**src/nlt_pkg.sv**
```systemverilog
// ----------------------------------------------------------------------------
// nlt_pkg
// Shared constants, codes and types of the neighbor liveness table.
// ----------------------------------------------------------------------------
package nlt_pkg;

	// table geometry
	localparam int MAX_NEIGHBORS = 16;
	localparam int ADDR_BITS     = 8;
	localparam int IDX_W         = (MAX_NEIGHBORS > 1) ? $clog2(MAX_NEIGHBORS) : 1;
	localparam int CNT_W         = $clog2(MAX_NEIGHBORS + 1);
	localparam int AGE_W         = 8;

	// field widths
	localparam int FUNC_W    = 2;
	localparam int PEER_W    = 8;
	localparam int KIND_W    = 2;
	localparam int TGT_W     = 8;
	localparam int CFG_W     = 8;
	localparam int CFG_IDX_W = 2;

	// event kinds
	localparam logic [FUNC_W-1:0] FUNC_TICK = 2'd0;
	localparam logic [FUNC_W-1:0] FUNC_RECV = 2'd1;
	localparam logic [FUNC_W-1:0] FUNC_FAIL = 2'd2;

	// result kinds
	localparam logic [KIND_W-1:0] KIND_HELLO = 2'd0;
	localparam logic [KIND_W-1:0] KIND_PING  = 2'd1;
	localparam logic [KIND_W-1:0] KIND_FOUND = 2'd2;
	localparam logic [KIND_W-1:0] KIND_LOST  = 2'd3;

	// configuration register indexes
	localparam logic [CFG_IDX_W-1:0] CFG_HELLO_PERIOD = 2'd0;
	localparam logic [CFG_IDX_W-1:0] CFG_TIMEOUT      = 2'd1;
	localparam logic [CFG_IDX_W-1:0] CFG_BCAST_ADDR   = 2'd2;

	// configuration reset values
	localparam logic [CFG_W-1:0] HELLO_PERIOD_RST = 8'd10;
	localparam logic [CFG_W-1:0] TIMEOUT_RST      = 8'd20;
	localparam logic [CFG_W-1:0] BCAST_ADDR_RST   = 8'd255;

	// one table entry
	typedef struct packed {
		logic [ADDR_BITS-1:0] addr;
		logic [AGE_W-1:0]     age;
	} entry_t;

	localparam int ENTRY_W = $bits(entry_t);

	// shared entry unit outputs
	typedef struct packed {
		logic             addr_hit;
		logic             age_hit;
		logic [AGE_W-1:0] age_inc;
	} unit_res_t;

	// one result item
	typedef struct packed {
		logic [KIND_W-1:0] kind;
		logic [TGT_W-1:0]  target_addr;
		logic              stored;
		logic              last;
	} result_t;

endpackage

```
**src/nlt_if.sv**
```systemverilog
// ----------------------------------------------------------------------------
// nlt_req_if / nlt_rsp_if
// Valid/ready channels for event requests and result items.
// ----------------------------------------------------------------------------
interface nlt_req_if;
	import nlt_pkg::*;

	logic              valid;
	logic              ready;
	logic [FUNC_W-1:0] func;
	logic [PEER_W-1:0] peer_addr;

	modport source (output valid, func, peer_addr, input ready);
	modport sink   (input valid, func, peer_addr, output ready);
endinterface

interface nlt_rsp_if;
	import nlt_pkg::*;

	logic              valid;
	logic              ready;
	logic [KIND_W-1:0] kind;
	logic [TGT_W-1:0]  target_addr;
	logic              stored;
	logic              last;

	modport source (output valid, kind, target_addr, stored, last, input ready);
	modport sink   (input valid, kind, target_addr, stored, last, output ready);
endinterface

```
**src/nlt_ram.sv**
```systemverilog
// ----------------------------------------------------------------------------
// nlt_ram
// Generic single-write, single-read RAM with registered read data.
// ----------------------------------------------------------------------------
module nlt_ram #(
	parameter int WIDTH = 16,
	parameter int DEPTH = 16
) (
	input  logic                                   clk,
	input  logic                                   we,
	input  logic [((DEPTH > 1) ? $clog2(DEPTH) : 1)-1:0] waddr,
	input  logic [WIDTH-1:0]                       wdata,
	input  logic [((DEPTH > 1) ? $clog2(DEPTH) : 1)-1:0] raddr,
	output logic [WIDTH-1:0]                       rdata
);
	logic [WIDTH-1:0] mem_q [DEPTH];

	// write port and registered read port
	always_ff @(posedge clk) begin
		if (we) begin
			mem_q[waddr] <= wdata;
		end
		rdata <= mem_q[raddr];
	end
endmodule

```
**src/nlt_entry_unit.sv**
```systemverilog
// ----------------------------------------------------------------------------
// nlt_entry_unit
// Shared per-entry unit: address match, timeout match and age increment.
// ----------------------------------------------------------------------------
module nlt_entry_unit (
	input  nlt_pkg::entry_t                  entry,
	input  logic [nlt_pkg::ADDR_BITS-1:0]    peer,
	input  logic [nlt_pkg::AGE_W-1:0]        timeout,
	output nlt_pkg::unit_res_t               res
);
	import nlt_pkg::*;

	// compares and the wrapping age step
	assign res.addr_hit = (entry.addr == peer);
	assign res.age_hit  = (entry.age == timeout);
	assign res.age_inc  = AGE_W'(entry.age + 1'b1);
endmodule

```
**src/neighbor_liveness_table.sv**
```systemverilog
// ----------------------------------------------------------------------------
// neighbor_liveness_table
// Mesh neighbor table with hello timing, keepalive pings and add/remove.
// ----------------------------------------------------------------------------
// Usage
//   req carries one event (tick, frame received, send failure); rsp returns
//   the result items it causes, the final one flagged by last. Registers
//   (hello period, neighbor timeout, broadcast address) are written through
//   cfg_we/cfg_index/cfg_data; the user must do so only while the block is
//   idle, the block itself does not enforce it.
//   Events are processed one at a time; req.ready is high only between them.
//   The table sits in a single-port-read RAM of at most 16 neighbors, and
//   one entry unit examines one entry per cycle unless rsp stalls the scan;
//   a receive or a send failure stops its search at the first matching entry.
//   An unused event kind returns nothing.
//   Results are held in an output register plus one pending slot, so the
//   last flag can be set once the scan is over; when rsp stalls, the scan
//   waits at the entry that wants to emit and resumes without loss.
//   Reset clears the hello counter, the neighbor count and the registers
//   to their defaults; table contents are not cleared, no clearing pass is
//   needed.
// ----------------------------------------------------------------------------
module neighbor_liveness_table (
	input  logic                           clk,
	input  logic                           arst_n,
	input  logic                           cfg_we,
	input  logic [nlt_pkg::CFG_IDX_W-1:0]  cfg_index,
	input  logic [nlt_pkg::CFG_W-1:0]      cfg_data,
	nlt_req_if.sink                        req,
	nlt_rsp_if.source                      rsp
);
	import nlt_pkg::*;

	typedef enum logic [4:0] {
		ST_IDLE   = 5'b00001,
		ST_SCAN   = 5'b00010,
		ST_SEARCH = 5'b00100,
		ST_MOVE   = 5'b01000,
		ST_FLUSH  = 5'b10000
	} state_t;

	state_t               state_q, state_d;
	logic [CFG_W-1:0]     hello_period_q, timeout_q, bcast_addr_q;
	logic [AGE_W-1:0]     hello_count_q, hello_count_d;
	logic [CNT_W-1:0]     count_q, count_d;
	logic [CNT_W-1:0]     idx_q, idx_d, idx_inc, count_m1;
	logic [FUNC_W-1:0]    func_q, func_d;
	logic [ADDR_BITS-1:0] peer_q, peer_d;
	logic [IDX_W-1:0]     match_q, match_d;
	logic                 pend_valid_q, pend_valid_d;
	result_t              pend_q, pend_d;
	logic                 out_valid_q;
	result_t              out_q, out_d;
	logic                 out_load, out_free;

	logic                 ram_we;
	logic [IDX_W-1:0]     ram_waddr, ram_raddr;
	entry_t               ram_wdata, ram_rdata;
	unit_res_t            unit;

	// neighbor table storage
	nlt_ram #(
		.WIDTH (ENTRY_W),
		.DEPTH (MAX_NEIGHBORS)
	) u_table (
		.clk   (clk),
		.we    (ram_we),
		.waddr (ram_waddr),
		.wdata (ram_wdata),
		.raddr (ram_raddr),
		.rdata (ram_rdata)
	);

	// shared compare/increment unit on the entry just read
	nlt_entry_unit u_unit (
		.entry   (ram_rdata),
		.peer    (peer_q),
		.timeout (timeout_q),
		.res     (unit)
	);

	assign idx_inc  = CNT_W'(idx_q + 1'b1);
	assign count_m1 = CNT_W'(count_q - 1'b1);
	assign out_free = !out_valid_q || rsp.ready;
	assign req.ready = (state_q == ST_IDLE);

	// sequencer
	always_comb begin
		state_d       = state_q;
		hello_count_d = hello_count_q;
		count_d       = count_q;
		idx_d         = idx_q;
		func_d        = func_q;
		peer_d        = peer_q;
		match_d       = match_q;
		pend_valid_d  = pend_valid_q;
		pend_d        = pend_q;
		out_load      = 1'b0;
		out_d         = pend_q;
		out_d.last    = 1'b0;
		ram_we        = 1'b0;
		ram_waddr     = idx_q[IDX_W-1:0];
		ram_wdata     = ram_rdata;
		ram_raddr     = '0;

		case (state_q)
			ST_IDLE: begin
				if (req.valid) begin
					func_d = req.func;
					peer_d = req.peer_addr[ADDR_BITS-1:0];
					idx_d  = '0;
					case (req.func)
						FUNC_TICK: begin
							if (hello_count_q == hello_period_q) begin
								pend_valid_d       = 1'b1;
								pend_d.kind        = KIND_HELLO;
								pend_d.target_addr = bcast_addr_q;
								pend_d.stored      = 1'b0;
								pend_d.last        = 1'b0;
								hello_count_d      = '0;
							end else begin
								hello_count_d = AGE_W'(hello_count_q + 1'b1);
							end
							state_d = ST_SCAN;
						end
						FUNC_RECV, FUNC_FAIL: begin
							state_d = ST_SEARCH;
						end
						default: begin
							state_d = ST_IDLE;
						end
					endcase
				end
			end

			// tick: ping entries at timeout, age every entry
			ST_SCAN: begin
				ram_raddr = idx_q[IDX_W-1:0];
				if (idx_q == count_q) begin
					state_d = ST_FLUSH;
				end else if (!(unit.age_hit && pend_valid_q && !out_free)) begin
					ram_we        = 1'b1;
					ram_wdata.age = unit.age_inc;
					idx_d         = idx_inc;
					ram_raddr     = idx_inc[IDX_W-1:0];
					if (unit.age_hit) begin
						if (pend_valid_q) begin
							out_load = 1'b1;
						end
						pend_valid_d       = 1'b1;
						pend_d.kind        = KIND_PING;
						pend_d.target_addr = TGT_W'(ram_rdata.addr);
						pend_d.stored      = 1'b0;
						pend_d.last        = 1'b0;
					end
				end
			end

			// receive / failure: find the first matching entry
			ST_SEARCH: begin
				ram_raddr = idx_inc[IDX_W-1:0];
				if (idx_q == count_q) begin
					pend_valid_d       = 1'b1;
					pend_d.target_addr = TGT_W'(peer_q);
					pend_d.stored      = 1'b0;
					pend_d.last        = 1'b0;
					if (func_q == FUNC_RECV) begin
						pend_d.kind = KIND_FOUND;
						if (count_q < CNT_W'(MAX_NEIGHBORS)) begin
							ram_we         = 1'b1;
							ram_waddr      = count_q[IDX_W-1:0];
							ram_wdata.addr = peer_q;
							ram_wdata.age  = '0;
							count_d        = CNT_W'(count_q + 1'b1);
							pend_d.stored  = 1'b1;
						end
					end else begin
						pend_d.kind = KIND_LOST;
					end
					state_d = ST_FLUSH;
				end else if (unit.addr_hit) begin
					if (func_q == FUNC_RECV) begin
						ram_we        = 1'b1;
						ram_wdata.age = '0;
						state_d       = ST_IDLE;
					end else begin
						match_d   = idx_q[IDX_W-1:0];
						ram_raddr = count_m1[IDX_W-1:0];
						state_d   = ST_MOVE;
					end
				end else begin
					idx_d = idx_inc;
				end
			end

			// failure: move the last entry into the freed slot
			ST_MOVE: begin
				ram_we             = 1'b1;
				ram_waddr          = match_q;
				ram_wdata          = ram_rdata;
				count_d            = count_m1;
				pend_valid_d       = 1'b1;
				pend_d.kind        = KIND_LOST;
				pend_d.target_addr = TGT_W'(peer_q);
				pend_d.stored      = 1'b0;
				pend_d.last        = 1'b0;
				state_d            = ST_FLUSH;
			end

			// hand over the final result, if any, with last set
			ST_FLUSH: begin
				if (!pend_valid_q) begin
					state_d = ST_IDLE;
				end else if (out_free) begin
					out_load     = 1'b1;
					out_d.last   = 1'b1;
					pend_valid_d = 1'b0;
					state_d      = ST_IDLE;
				end
			end

			default: begin
				state_d = ST_IDLE;
			end
		endcase
	end

	// control state
	always_ff @(posedge clk or negedge arst_n) begin
		if (!arst_n) begin
			state_q       <= ST_IDLE;
			hello_count_q <= '0;
			count_q       <= '0;
			pend_valid_q  <= 1'b0;
			out_valid_q   <= 1'b0;
		end else begin
			state_q       <= state_d;
			hello_count_q <= hello_count_d;
			count_q       <= count_d;
			pend_valid_q  <= pend_valid_d;
			if (out_load) begin
				out_valid_q <= 1'b1;
			end else if (rsp.ready) begin
				out_valid_q <= 1'b0;
			end
		end
	end

	// configuration registers
	always_ff @(posedge clk or negedge arst_n) begin
		if (!arst_n) begin
			hello_period_q <= HELLO_PERIOD_RST;
			timeout_q      <= TIMEOUT_RST;
			bcast_addr_q   <= BCAST_ADDR_RST;
		end else if (cfg_we) begin
			case (cfg_index)
				CFG_HELLO_PERIOD: hello_period_q <= cfg_data;
				CFG_TIMEOUT:      timeout_q      <= cfg_data;
				CFG_BCAST_ADDR:   bcast_addr_q   <= cfg_data;
				default: begin
				end
			endcase
		end
	end

	// payload registers
	always_ff @(posedge clk) begin
		idx_q   <= idx_d;
		func_q  <= func_d;
		peer_q  <= peer_d;
		match_q <= match_d;
		pend_q  <= pend_d;
		if (out_load) begin
			out_q <= out_d;
		end
	end

	// result channel
	assign rsp.valid       = out_valid_q;
	assign rsp.kind        = out_q.kind;
	assign rsp.target_addr = out_q.target_addr;
	assign rsp.stored      = out_q.stored;
	assign rsp.last        = out_q.last;

	// the pending slot is always drained before a new request is taken
	a_idle_empty: assert property (@(posedge clk) disable iff (!arst_n)
		(state_q == ST_IDLE) |-> !pend_valid_q)
		else $error("pending result left over in idle");

	// neighbor count stays within the table
	a_count_range: assert property (@(posedge clk) disable iff (!arst_n)
		count_q <= CNT_W'(MAX_NEIGHBORS))
		else $error("neighbor count beyond table depth");

	// neither the tick scan nor the search walks past the stored entries
	a_scan_bound: assert property (@(posedge clk) disable iff (!arst_n)
		(state_q == ST_SCAN || state_q == ST_SEARCH) |-> idx_q <= count_q)
		else $error("scan index past neighbor count");

	// a result is never loaded over one that is still waiting
	a_no_overwrite: assert property (@(posedge clk) disable iff (!arst_n)
		out_load |-> out_free)
		else $error("result register overwritten");

	// a removal shrinks the table by exactly one
	a_move_shrinks: assert property (@(posedge clk) disable iff (!arst_n)
		(state_q == ST_MOVE) |=> count_q == CNT_W'($past(count_q) - 1'b1))
		else $error("removal did not shrink the table");
endmodule

```
**src/flat_wrapper.sv**
```systemverilog
// flat-port wrapper written by rule: the top's interface ports become plain ports
module neighbor_liveness_table_flat import nlt_pkg::*;
  (clk, arst_n, cfg_we, cfg_index, cfg_data, req_valid, req_func, req_peer_addr, req_ready, rsp_valid, rsp_kind, rsp_target_addr, rsp_stored, rsp_last, rsp_ready);
  nlt_req_if req_i ();
  nlt_rsp_if rsp_i ();
  input  logic clk;
  input  logic arst_n;
  input  logic cfg_we;
  input  logic [nlt_pkg::CFG_IDX_W-1:0] cfg_index;
  input  logic [nlt_pkg::CFG_W-1:0] cfg_data;
  input wire logic [$bits(req_i.valid)-1:0] req_valid;
  input wire logic [$bits(req_i.func)-1:0] req_func;
  input wire logic [$bits(req_i.peer_addr)-1:0] req_peer_addr;
  output wire logic [$bits(req_i.ready)-1:0] req_ready;
  output wire logic [$bits(rsp_i.valid)-1:0] rsp_valid;
  output wire logic [$bits(rsp_i.kind)-1:0] rsp_kind;
  output wire logic [$bits(rsp_i.target_addr)-1:0] rsp_target_addr;
  output wire logic [$bits(rsp_i.stored)-1:0] rsp_stored;
  output wire logic [$bits(rsp_i.last)-1:0] rsp_last;
  input wire logic [$bits(rsp_i.ready)-1:0] rsp_ready;
  assign req_i.valid = req_valid;
  assign req_i.func = req_func;
  assign req_i.peer_addr = req_peer_addr;
  assign req_ready = req_i.ready;
  assign rsp_valid = rsp_i.valid;
  assign rsp_kind = rsp_i.kind;
  assign rsp_target_addr = rsp_i.target_addr;
  assign rsp_stored = rsp_i.stored;
  assign rsp_last = rsp_i.last;
  assign rsp_i.ready = rsp_ready;
  neighbor_liveness_table u_core (.clk(clk), .arst_n(arst_n), .cfg_we(cfg_we), .cfg_index(cfg_index), .cfg_data(cfg_data), .req(req_i), .rsp(rsp_i));
endmodule
```
**config.mk**
```make
export PLATFORM = sky130hd
export DESIGN_NAME = neighbor_liveness_table_flat
export DESIGN_NICKNAME = d
export VERILOG_FILES = /design/src/nlt_pkg.sv /design/src/nlt_if.sv /design/src/nlt_ram.sv /design/src/nlt_entry_unit.sv /design/src/neighbor_liveness_table.sv /design/src/flat_wrapper.sv
export SDC_FILE = /design/constraint.sdc
export NUM_CORES = 1
export LEC_CHECK = 0
export ABC_AREA = 1
export BUFFER_PORTS_ARGS = -buffer_cell sky130_fd_sc_hd__buf_2
export CELL_PAD_IN_SITES_DETAIL_PLACEMENT = 1
export CELL_PAD_IN_SITES_GLOBAL_PLACEMENT = 1
export CORE_ASPECT_RATIO = 0.75
export CORE_MARGIN = 2
export CORE_UTILIZATION = 50
export CTS_CLUSTER_SIZE = 24
export DETAILED_ROUTE_END_ITERATION = 6
export PLACE_DENSITY_LB_ADDON = 0.3
export SYNTH_ARGS = -nofsm -noshare
export SYNTH_HDL_FRONTEND = slang
export SYNTH_SLANG_ARGS = --single-unit
```
**constraint.sdc**
```tcl
create_clock -name clk -period 3.3 [get_ports clk]
set_input_delay 0.66 -clock clk [delete_from_list [all_inputs] [get_ports clk]]
set_output_delay 0.66 -clock clk [all_outputs]
set_load 0.05 [all_outputs]
```
* Word-level counts from Yosys, hierarchy flattened
Memory sizes are Yosys's and may differ from the RTL's. A register that Yosys moved wholly into a read port is not among the register bits. Cells that the tools add are included.
Word-level totals: register bits 86, bits in writable memories 256, output and inout bits 14, logic and storage cells 158, memories kept 1
Memory list:
- u_core.u_table.mem_q | words 16, width 16, read ports 1, clocked after Yosys merged registers in 1, wr ports 1, line nlt_ram.sv:16 | logic [WIDTH-1:0] mem_q [DEPTH];
Cells by class: add/sub/neg operators 5, $lt $le $gt $ge 1, equal/unequal tests 28, multiplexer cells 78, bitwise logic cells 2, reduce and logical (&&, ||, !) cells 24
Operators with widths (count):
- $mux 12 | 7
- $mux 5 | 14
- $mux 8 | 8
- $pmux 12 s4 | 1
- $mux 4 | 9
- $mux 16 | 2
- $mux 1 | 27
- $pmux 5 s5 | 1
- $eq 8x8->1 | 3
- $add 8x1->8 const B | 2
- $pmux 4 s2 | 2
- $pmux 8 s2 | 1
- $reduce_and 8->1 | 2
- $pmux 5 s3 | 1
- $ne 2x1->1 const B | 7
- $reduce_and 4->1 | 3
- $add 5x1->5 const B | 2
- $ne 2x2->1 const B | 5
- $pmux 5 s2 | 1
- $reduce_and 2->1 | 4
- $eq 2x1->1 const B | 3
- $pmux 3 s2 | 1
- $reduce_and 6->1 | 1
- $eq 5x1->1 const B | 1
- 24 further kinds | 30

* Depth between registers and ports, before layout
word-level depth 9, mapped depth 17

* Modules after synthesis
From an unflattened synthesis, not the netlist that was laid out.
Second synthesis, totals: cell total of the unflattened synthesis 1809, area total of the unflattened synthesis 16783.6 um^2
Modules (own cells, without submodules):
- nlt_ram | instances 1, cells an instance 1076, area an instance 11385.9 um^2, seq. area each 8007.7 um^2
- neighbor_liveness_table | instances 1, cells an instance 625, area an instance 4941.0 um^2, seq. area each 2378.5 um^2
- nlt_entry_unit | instances 1, cells an instance 108, area an instance 456.7 um^2, seq. area each 0.0 um^2

* Worst setup path before layout
Ideal clock, no wire load.
path kind register to register, from register u_core.state_q[3], to register u_core.out_q, in the netlist u_core.rsp.kind[0], enable pin, library setup time 419 ps, data arrival time 2506 ps, path slack 375 ps, stages on the path, launching flop included 7, clock period less this slack 2925 ps, cell sequence dfrtp_1 inv_1 nand2_1 nor4_4 buf_4 nand2_1 o41ai_1
On the way: cells in the longest elaborated chain, start to end 2, elaborated cells on any way between the ends 3, those cells by class eq/ne: 2; mux: 1
RTL lines:
- from (decl) | line neighbor_liveness_table.sv:42 | state_t state_q, state_d;
- from (signal assigned) | line neighbor_liveness_table.sv:237 | state_q <= state_d;
- $eq 5x5->1 or $eq 5x2->1 (tied branches) | line neighbor_liveness_table.sv:106 | case (state_q)
- $pmux 1 s2 * | line neighbor_liveness_table.sv:106
- via u_core.out_load | line neighbor_liveness_table.sv:54 | logic out_load, out_free;
- to (signal assigned) | line neighbor_liveness_table.sv:274 | out_q <= out_d;
- to (decl) | line neighbor_liveness_table.sv:53 | result_t out_q, out_d;
Mark *: on every way through the listed nets, which the timed path passes. The rest lies on a longest branch. A chain may end at the register's enable or synchronous reset.

* Worst setup path after layout
from register u_core.peer_q[0], to memory u_core.u_table.mem_q[14][9], enable pin
On the way: cells in the longest elaborated chain, start to end 6
RTL lines:
- from (decl) | line neighbor_liveness_table.sv:48 | logic [ADDR_BITS-1:0] peer_q, peer_d;
- from (signal assigned) | line neighbor_liveness_table.sv:270 | peer_q <= peer_d;
- $eq 8x8->1 | line nlt_entry_unit.sv:14 | assign res.addr_hit = (entry.addr == peer);
- $mux 1 | line neighbor_liveness_table.sv:181 | end else if (unit.addr_hit) begin
- $mux 1 | line neighbor_liveness_table.sv:162 | if (idx_q == count_q) begin
- $pmux 1 s3 | line neighbor_liveness_table.sv:106
- $mux 1 | line nlt_ram.sv:20 | if (we) begin
- $mux 1 (not written as such) | line nlt_ram.sv:21 | mem_q[waddr] <= wdata;
- to (decl) | line nlt_ram.sv:16
Every way passes these cells.

==> impl_results.md <==
- Outcome: finished clean
- Hold/Removal Path Class: input pin to asynchronous set/reset pin
- CTS clk-pin slew, worst paths: roughly 60 ps
- CTS tree: built
- Crit path required time: 3500 ps
- Pin count of the biggest net entering global routing: 92
- Synth Flop Type: edfxtp_1
- Residual DRC: 0
- H-tree levels: 2
- Die Y: between 150 and 200 um
- Switching part of the total: 36.5%
- Count of final setup violators: 0
- Wire length of the first global-routing pass: just over 70 mm
- Syn nets: 1,629
- Pwr per Cell Area: 826 nW/um2
- Total power: 15.1 mW
- CP Capture Type: flop
- Clock share of power: 26.4%
- Cell taking the most area after synthesis: edfxtp_1
- # Max-Cap Violations: 0
- DR pass1 iterations: 5
- Post-Syn Area: 16,100 um2
- Ant. Diodes: 0
- Sink Count: between 300 and 400
- Relative slew slack: a little under 30%
- Critical path class: flop to flop
- Commonest non-fill, non-tap cell in the layout: nand2_1
- Detailed Route WL: 48.0 mm
- Synth Area per Inst: 10.1 um2
- Critical Path Start Type: flop
- Initial core utilization: 51.2%
- Mapped Cells: 1,596
- Clock Skew: between 20 and 25 ps
- Final min period: between 3000 and 4000 ps
- Rows: 56
- YS warnings: 0
- Fmax: 0.333 GHz
- Combinational power share: approximately 30%
- CTS max path bufs: 3
- Post-synth EDFFs: between 200 and 300
- Async SR Flop Fraction: around 12%
- Psw: 5.52 mW
- WL per Instance: 22.9 um
- IO Count: 39
- Synth top area cells: edfxtp_1 (55%), nand3_1 (9.9%), nand2_1 (9.4%)
- Synth-to-layout area growth: 13.4%
- Clk_lat worst skew: 540 ps
- GRT Resource Usage Total: 28.5%
- Seq/Total Area, Yosys: 64.3%
- Post-DP HPWL: 29.6 mm
- Hold_buf cts: 0
- Die width: 211 um
- CORE AREA: 31,500 um2
- Setup TNS: 0 ps
- DR iter-0 viols: 1,166
- TritonCTS Buffers: 36
- Worst hold margin: 315 ps
- Critical path peak fanout: 13
- GPL Wtd Cong: 0.866
- Leak: 7.70 nW
- Fin. max-slew vios: 0
- Vias: 12,100
- Total die area: 33,800 um2
- Root Buffer: clkbuf_16
- WP data arrival: approximately 3200 ps
- Yosys top cell area share: 55.4%
- Vias in the first global route: 12,600
- Period Utilization, post-route: 91.0%
- Unrepaired setup endpoints after global routing: false
- Worst IR Drop VDD: 0.487 mV
- Netlist cell types: 44
- Fill cells: roughly 3,500
- Internal power: about 9.6 mW
- Initial antenna violation count: 0
- Fin nets: around 1,700
- Final Hold Viols: 0
- Least-Margin Pin Slew: 1060 ps
- Most frequent cells in the layout: nand2_1 (404), nand3_1 (316), edfxtp_1 (298)
- Vias per cell: just under 6
- GRT overflow: 0
- #FFs+latches synth: around 360
- Post-DRT Antenna Nets: 0
- IO Port Bufs: 38
- Sequential share of power: 42.8%
- Layout cells sized above 1: 13.0%
metrics by stage:
stage | util [%] | setup WS [ps] | instance area [um2] | std cells
5_1_grt | 58.1 | 133 | 18300 | 2102
3_3_place_gp | 54.4 | 273 | 17100 | 2030
4_1_cts | 57.9 | 167 | 18300 | 2096
2_1_floorplan | - | 375 | 16100 | 1596
3_5_place_dp | 54.4 | 143 | 17100 | 2030
6_report | 58.1 | 297 | 18300 | 2102
synthesized netlist by cell type (2+ instances only):
cell type	count
clkbuf_1	5
nor2_1	46
nor3_1	9
xor2_1	15
edfxtp_1	298
buf_2	54
o21ai_0	58
a31oi_1	3
dfstp_2	13
xnor2_1	15
nor2_4	3
buf_4	9
inv_1	208
buf_6	5
dfrtp_1	31
nand3_1	319
nor2_2	6
o221ai_1	8
o211ai_1	5
a21oi_1	12
inv_2	14
nand2_1	405
nand4_1	9
nor3b_1	2
ha_1	8
dfxtp_1	16
o22ai_1	3
logic make-up after synthesis:
| logic type | count (synthesis) | synth area share (%) |
|---|---|---|
| AO/OA/AOI/OAI | 98 | 3.53 |
| XOR/XNOR | 30 | 1.63 |
| adder cells (fa/ha/maj) | 8 | 0.620 |
| buffers and inverters | 295 | 7.72 |
| flip-flops | 358 | 64.3 |
| AND/OR/NAND/NOR | 807 | 22.2 |
metal layers:
layer / global-route usage (%) / wire, um
met1: 38.7 / 20600
met2: 46.9 / 23000
met3: 4.50 / 3120
met4: 9.64 / 1320
met5: 0 / 0
repair_timing:
action	CTS	global route
endpoints found under the hold margin	0	0
setup buffers	0	6
endpoints found under the setup margin	0	16
resized for setup	0	0
worst paths after layout:
check | slack (ps) | cells past startpoint | from | to
setup reg to reg | 300 | 12 | u_core.peer_q[0] | u_core.u_table.mem_q[14][9]
min in group clk | 320 | 1 | req_peer_addr[7] | u_core.peer_q[7]
setup / recovery | 300 | 12 | u_core.peer_q[0] | u_core.u_table.mem_q[14][9]
hold / removal | 320 | 1 | arst_n | u_core.hello_period_q[5]
max in group asynchronous | 2320 | 1 | arst_n | u_core.count_q[0]
hold reg to reg | 400 | 0 | u_core.out_d[11] | u_core.rsp.kind[1]
flip-flops by register name (all words and copies together), names as in the netlist, 8 cells and up:
register	cells
u_core.hello_count_q	8
u_core.bcast_addr_q	8
u_core.timeout_q	8
u_core.peer_q	8
u_core.u_table.mem_q	256
u_core.rsp.target_addr	8
u_core.hello_period_q	8
u_core.out_d	11
u_core.u_table.rdata	16
power by group through the flow:
stage	combinational (mW)	clock, mW	sequential [mW]
after CTS	4.62	4.01	6.46
after global routing	5.09	4.17	6.50
final	4.66	3.98	6.47
after global placement	4.30	0	6.51
after floorplan	2.91	0	6.40
after detailed placement	4.52	0	6.54
critical path: stages (launching register included):
cell	delay, ps
edfxtp_1	350
inv_1	80
nand2_1	100
nand2_1	110
a21oi_1	250
nand4_1	120
buf_4	180
nor3_1	180
a21oi_1	90
o211ai_1	330
nand3_1	290
nor2_2	220
buf_4	330
final cells by class:
class                   instances  area (um2)  area share [%]
flip-flops and latches        358       10400            56.7
multi-input cells             943        4600            25.1
clock buffers                  50        1010            5.54
repair buffers                107         858            4.69
inverters                     222         833            4.55
well taps                     406         508            2.77
clock inverters                16         106           0.581
No activity file was read; power rests on OpenSTA's default activity.
